<file path="src/hdl/vtp_pkg.sv">
// Shared constants, types and helper functions for the vertex transform and projection pipeline.
package vtp_pkg;

    localparam int SCREEN_W = 640;
    localparam int SCREEN_H = 480;

    localparam int DATA_W     = 32;
    localparam int Q_FRAC     = 16;
    localparam int ONE_Q16    = 1 << Q_FRAC;
    localparam int WIDE_W     = 64;
    localparam int NUM_REGS   = 8;
    localparam int CFG_IDX_W  = $clog2(NUM_REGS);
    localparam int CFG_DATA_W = 2 * DATA_W;

    localparam int DIM_MAX = (SCREEN_W > SCREEN_H) ? SCREEN_W : SCREEN_H;
    localparam int DIM_W   = $clog2(DIM_MAX + 1);
    localparam int NUM_W   = DATA_W + Q_FRAC + DIM_W;
    localparam int DEN_W   = DATA_W + DIM_W;
    localparam int QUO_W   = DATA_W;
    localparam int QIDX_W  = $clog2(QUO_W);
    localparam int REM_W   = DEN_W + QUO_W;
    localparam int PROD_W  = 2 * DATA_W;
    localparam int SUM_W   = PROD_W + 2;
    localparam int SCR_W   = DATA_W + DIM_W + 2;

    typedef logic signed [DATA_W-1:0] q16_t;

    localparam q16_t Q16_MAX = {1'b0, {(DATA_W-1){1'b1}}};
    localparam q16_t Q16_MIN = {1'b1, {(DATA_W-1){1'b0}}};

    typedef struct packed {
        q16_t x;
        q16_t y;
        q16_t z;
        q16_t w;
    } vec4_t;

    typedef logic [NUM_REGS-1:0][CFG_DATA_W-1:0] coef_bank_t;

    localparam logic [CFG_DATA_W-1:0] ONE_LO = CFG_DATA_W'(ONE_Q16);
    localparam logic [CFG_DATA_W-1:0] ONE_HI = ONE_LO << DATA_W;
    localparam coef_bank_t COEF_RESET = '{ONE_HI, '0, ONE_LO, '0, '0, ONE_HI, '0, ONE_LO};

    typedef struct packed {
        vec4_t view;
        q16_t  ndc_x;
        q16_t  ndc_y;
        logic  zero;
    } proj_t;

    typedef struct packed {
        vec4_t view;
        q16_t  ndc_x;
        q16_t  ndc_y;
        q16_t  screen_x;
        q16_t  screen_y;
        logic  zero;
    } result_t;

    function automatic q16_t sat_q16(input logic signed [WIDE_W-1:0] v);
        logic signed [WIDE_W-1:0] hi_lim;
        logic signed [WIDE_W-1:0] lo_lim;
        q16_t r;
        hi_lim = WIDE_W'(Q16_MAX);
        lo_lim = WIDE_W'(Q16_MIN);
        if (v > hi_lim) begin
            r = Q16_MAX;
        end else if (v < lo_lim) begin
            r = Q16_MIN;
        end else begin
            r = v[DATA_W-1:0];
        end
        return r;
    endfunction

endpackage

</file>
<file path="src/hdl/vtp_screen.sv">
// Screen mapping: scale by screen size, add offset, halve toward zero and saturate.
module vtp_screen import vtp_pkg::*; (
    input  logic    aclk,
    input  logic    aresetn,
    input  logic    en,
    input  logic    in_valid,
    input  proj_t   proj,
    output logic    out_valid,
    output result_t res
);

    localparam logic signed [SCR_W-1:0] X_OFS = SCR_W'(SCREEN_W * ONE_Q16);
    localparam logic signed [SCR_W-1:0] Y_OFS = SCR_W'(SCREEN_H * ONE_Q16);

    function automatic q16_t halve_sat(input logic signed [SCR_W-1:0] v);
        logic signed [SCR_W-1:0] adj;
        logic signed [SCR_W-1:0] half;
        adj  = v + {{(SCR_W-1){1'b0}}, v[SCR_W-1]};
        half = adj >>> 1;
        return sat_q16(WIDE_W'(half));
    endfunction

    logic signed [SCR_W-1:0] mul_x_reg;
    logic signed [SCR_W-1:0] mul_y_reg;
    proj_t                   proj_reg;
    logic                    mul_vld_reg;
    result_t                 res_next;
    result_t                 res_reg;
    logic                    res_vld_reg;

    always_ff @(posedge aclk) begin
        if (en) begin
            mul_x_reg <= SCR_W'(proj.ndc_x) * SCR_W'(SCREEN_W);
            mul_y_reg <= SCR_W'(proj.ndc_y) * SCR_W'(SCREEN_H);
            proj_reg  <= proj;
            res_reg   <= res_next;
        end
    end

    always_comb begin
        res_next.view     = proj_reg.view;
        res_next.ndc_x    = proj_reg.ndc_x;
        res_next.ndc_y    = proj_reg.ndc_y;
        res_next.zero     = proj_reg.zero;
        res_next.screen_x = halve_sat(mul_x_reg + X_OFS);
        res_next.screen_y = halve_sat(Y_OFS - mul_y_reg);
    end

    always_ff @(posedge aclk) begin
        if (!aresetn) begin
            mul_vld_reg <= 1'b0;
            res_vld_reg <= 1'b0;
        end else if (en) begin
            mul_vld_reg <= in_valid;
            res_vld_reg <= mul_vld_reg;
        end
    end

    assign out_valid = res_vld_reg;
    assign res       = res_reg;

endmodule

</file>
<file path="config.mk">
export PLATFORM = sky130hd
export DESIGN_NAME = vtp_screen
export DESIGN_NICKNAME = d
export VERILOG_FILES = /design/src/hdl/vtp_pkg.sv /design/src/hdl/vtp_screen.sv
export SDC_FILE = /design/constraint.sdc
export NUM_CORES = 1
export LEC_CHECK = 0
export ABC_AREA = 1
export BUFFER_PORTS_ARGS = -buffer_cell sky130_fd_sc_hd__buf_2
export CAP_MARGIN = 20
export CORE_MARGIN = 10
export CORE_UTILIZATION = 40
export CTS_CLUSTER_DIAMETER = 100
export DETAILED_ROUTE_END_ITERATION = 6
export GPL_ROUTABILITY_DRIVEN = 0
export GPL_TIMING_DRIVEN = 0
export SYNTH_ARGS = -nofsm -noshare
export SYNTH_HDL_FRONTEND = slang
export SYNTH_SLANG_ARGS = --single-unit
</file>
<file path="constraint.sdc">
create_clock -name aclk -period 4.45 [get_ports aclk]
set_input_delay 0.445 -clock aclk [delete_from_list [all_inputs] [get_ports aclk]]
set_output_delay 0.445 -clock aclk [all_outputs]
set_load 0.02 [all_outputs]
</file>
==> results.cfg <==
[route]
avgRoutedWirePerCell_um = 16.2
wl_mm = 56.8
vias = 16300
drc_errors = 0
via_per_inst = 4.67
ant_nets = 0
drtIter0Drc = 878
drtPass1Iterations = 5

[clocking]
cts.sinks = 514
htree_levels = 2
cts.repair.resized = 0
ctsRootBufferMaster = clkbuf_16
cts_tree = built
cts_buffer_depth = 3
cts_setup_buffers = 0
numCtsBuffers = 55
clock_latency_ns = 0.62
cts.reportedPaths.clkPinSlew_ns = 0.06
postCtsHoldBufs = 134

[floorplan]
core_mm2 = 0.0606
fp-row-count = 90
fp.dieH_um = 268
start_util_pct = 40.6
die-area_mm2 = 0.0718
die_w_um = 268
ioPinCount = 455

[worst_setup_path]
crit_required_ns = 4.81
critPathLaunchType = input port
cp.arrival_ns = 4.39
r2r_cells = 13
rrSetupSlack_ns = 1.92
rr_endpoint = res[24]$_SDFFCE_PN1P_
critical_path_class = in -> reg
r2r_start = proj_reg[1]$_DFFE_PP_
end_kind = flop
path_max_fanout = 5
cp-startpoint = proj[1]
crit_path_end = mul_y_reg[31]$_DFFE_PP_

[synthesis]
yosysWarnings = 0
synth_area_mm2 = 0.0246
ys_seq_elements = 514
syn_area_per_cell_um2 = 12.2
synth_area_leaders = edfxtp_1 63%, ha_1 6.7%, nand2_1 5.3%
ys.flop_type = edfxtp_1
synth_edf_count = 512
yosysUniqueCellTypes = 45
syn_nets = 2409
synth_cells = 2022
yosysTopAreaCell = edfxtp_1
yosysSeqAreaShare_pct = 62.7
synth.top_cell.area_share_pct = 62.6
async_flop_share_pct = 0

[power]
vdd_drop_max_uv = 296
powerDensity_mw_per_mm2 = 475
p_leak_nw = 13.6
p_int_w = 0.0100
clkPwrFrac_pct = 29.5
swShare_pct = 32.1
pwr-share-comb_pct = 26.9
pwr-share-seq_pct = 43.5
switchingPower_w = 0.00472

[min_path]
hold_class = in -> reg

[timing]
slew_viol_final = 0
relSlewSlack_pct = 52.6
grt_setup_unrepaired = false
max_freq_mhz = 248
worst_pin_slew_ns = 0.710
setup_viol = 0
min_period_ns = 4.03
hold_viol_final = 0
clock_skew_ns = 0.0147
fin_crit_sh_pct = 90.6
hold_ws_ns = 0.0549
setup_tns_ns = 0
finalWorstSetupSlack_ns = 0.419

[placement]
port_buffers = 454
place_area_mm2 = 0.0279
dp_slack_ns = 0.242
dp_hpwl_mm = 43.6

[layout]
area_delta_synth_final_pct = 26.2
multi_input_area_mm2 = 0.00776
seqCellArea_mm2 = 0.0154
design_area_mm2 = 0.0310
largest_register_ffs = 249
drive_gt1_share_pct = 23.3
final_nets = 3058
final_cell_mix = 512 x edfxtp_1, 453 x buf_2, 346 x nand2_1
final_util_pct = 51.2
fillers = 5337
layout_commonest_cell = edfxtp_1

[global_route]
antenna_found_initial = 2
overflow = 0
grt_max_degree = 136
grt_pass1_vias = 17200
grt_pass1_wl_mm = 88.8
grt_usage_pct = 15.6

[outcome]
status = finished, final reports clean

[flow_run]
maxCapViolCount = 0
-- kinds of logic after synthesis --
| logic type | Yosys count | synth area share (%) |
|---|---|---|
| compound gates | 172 | 4.00 |
| xor+xnor | 99 | 3.53 |
| fa+ha+maj | 190 | 11.4 |
| buf+inv | 341 | 5.72 |
| flops | 514 | 62.7 |
| simple gates | 706 | 12.6 |
-- layer usage --
layer	GRT usage [%]	share of wire [%]	up-vias
met4	4.98	2.7	0
met2	29.0	54	379
met1	17.1	38	7725
met3	3.78	5.6	103
met5	0	0	-
li1	-	-	8118
-- power groups by stage --
stage	sequential, W	clock (W)	combinational [W]
finish	0.00641	0.00435	0.00397
CTS	0.00642	0.00452	0.00400
floorplan	0.00669	0	0.00248
detailed placement	0.00652	0	0.00388
global route	0.00648	0.00470	0.00450
global placement	0.00657	0	0.00383
-- metrics by stage --
| stage | total power [W] | instances |
|---|---|---|
| 2_1_floorplan | 0.00918 | 2022 |
| 3_3_place_gp | 0.0104 | 3258 |
| 3_5_place_dp | 0.0104 | 3262 |
| 4_1_cts | 0.0149 | 3496 |
| 5_1_grt | 0.0157 | 3497 |
| 6_report | 0.0147 | 3498 |
-- worst min-delay path by stage --
stage / startpoint / end / slack (ns) / cells past startpoint
finish: proj[35] / proj_reg[35]$_DFFE_PP_ / 0.05 / 1
global route: proj[35] / proj_reg[35]$_DFFE_PP_ / 0.008 / 1
CTS: proj[35] / proj_reg[35]$_DFFE_PP_ / 0.003 / 1
detailed placement: proj_reg[48]$_DFFE_PP_ / res[112]$_DFFE_PP_ / 0.40 / 0
global placement: proj_reg[94]$_DFFE_PP_ / res[158]$_DFFE_PP_ / 0.40 / 0
floorplan: proj_reg[0]$_DFFE_PP_ / res[0]$_DFFE_PP_ / 0.40 / 0
-- layout make-up --
class | instances | area share (%)
plain buffers | 17 | 0.609
clock inverters | 37 | 0.997
clock buffers | 63 | 4.54
well taps | 782 | 3.16
multi-input cells | 1167 | 25.0
inverters | 324 | 3.92
flip-flops and latches | 514 | 49.7
repair buffers | 592 | 12.0
diodes | 2 | 0.0161
-- Yosys cell counts (6+ instances only) --
master	number
inv_1	315
nand2_1	346
xnor2_1	27
nand3_1	68
inv_2	6
nand4_1	22
a21oi_1	75
o21bai_1	7
o21ai_0	40
o21ai_1	7
edfxtp_1	512
a21boi_0	7
fa_1	58
buf_4	10
nand2_2	53
nor2_1	178
xor2_1	72
a21o_1	12
ha_1	132
a31oi_1	8
nor3_1	12
-- worst max-delay path: stages --
cell           delay (ns)
dlygate4sd3_1        0.54
buf_2                0.14
ha_1                 0.30
ha_1                 0.30
xor2_1               0.16
ha_1                 0.18
or2_2                0.29
ha_1                 0.37
nand2_1              0.07
o21ai_1              0.27
a21oi_1              0.16
o21ai_0              0.47
nand2_1              0.10
nand2_1              0.19
inv_1                0.06
nor2_1               0.13
nor2_1               0.07
nand2_1              0.05
nand2_1              0.07
Power figures use the tool's default switching activity.
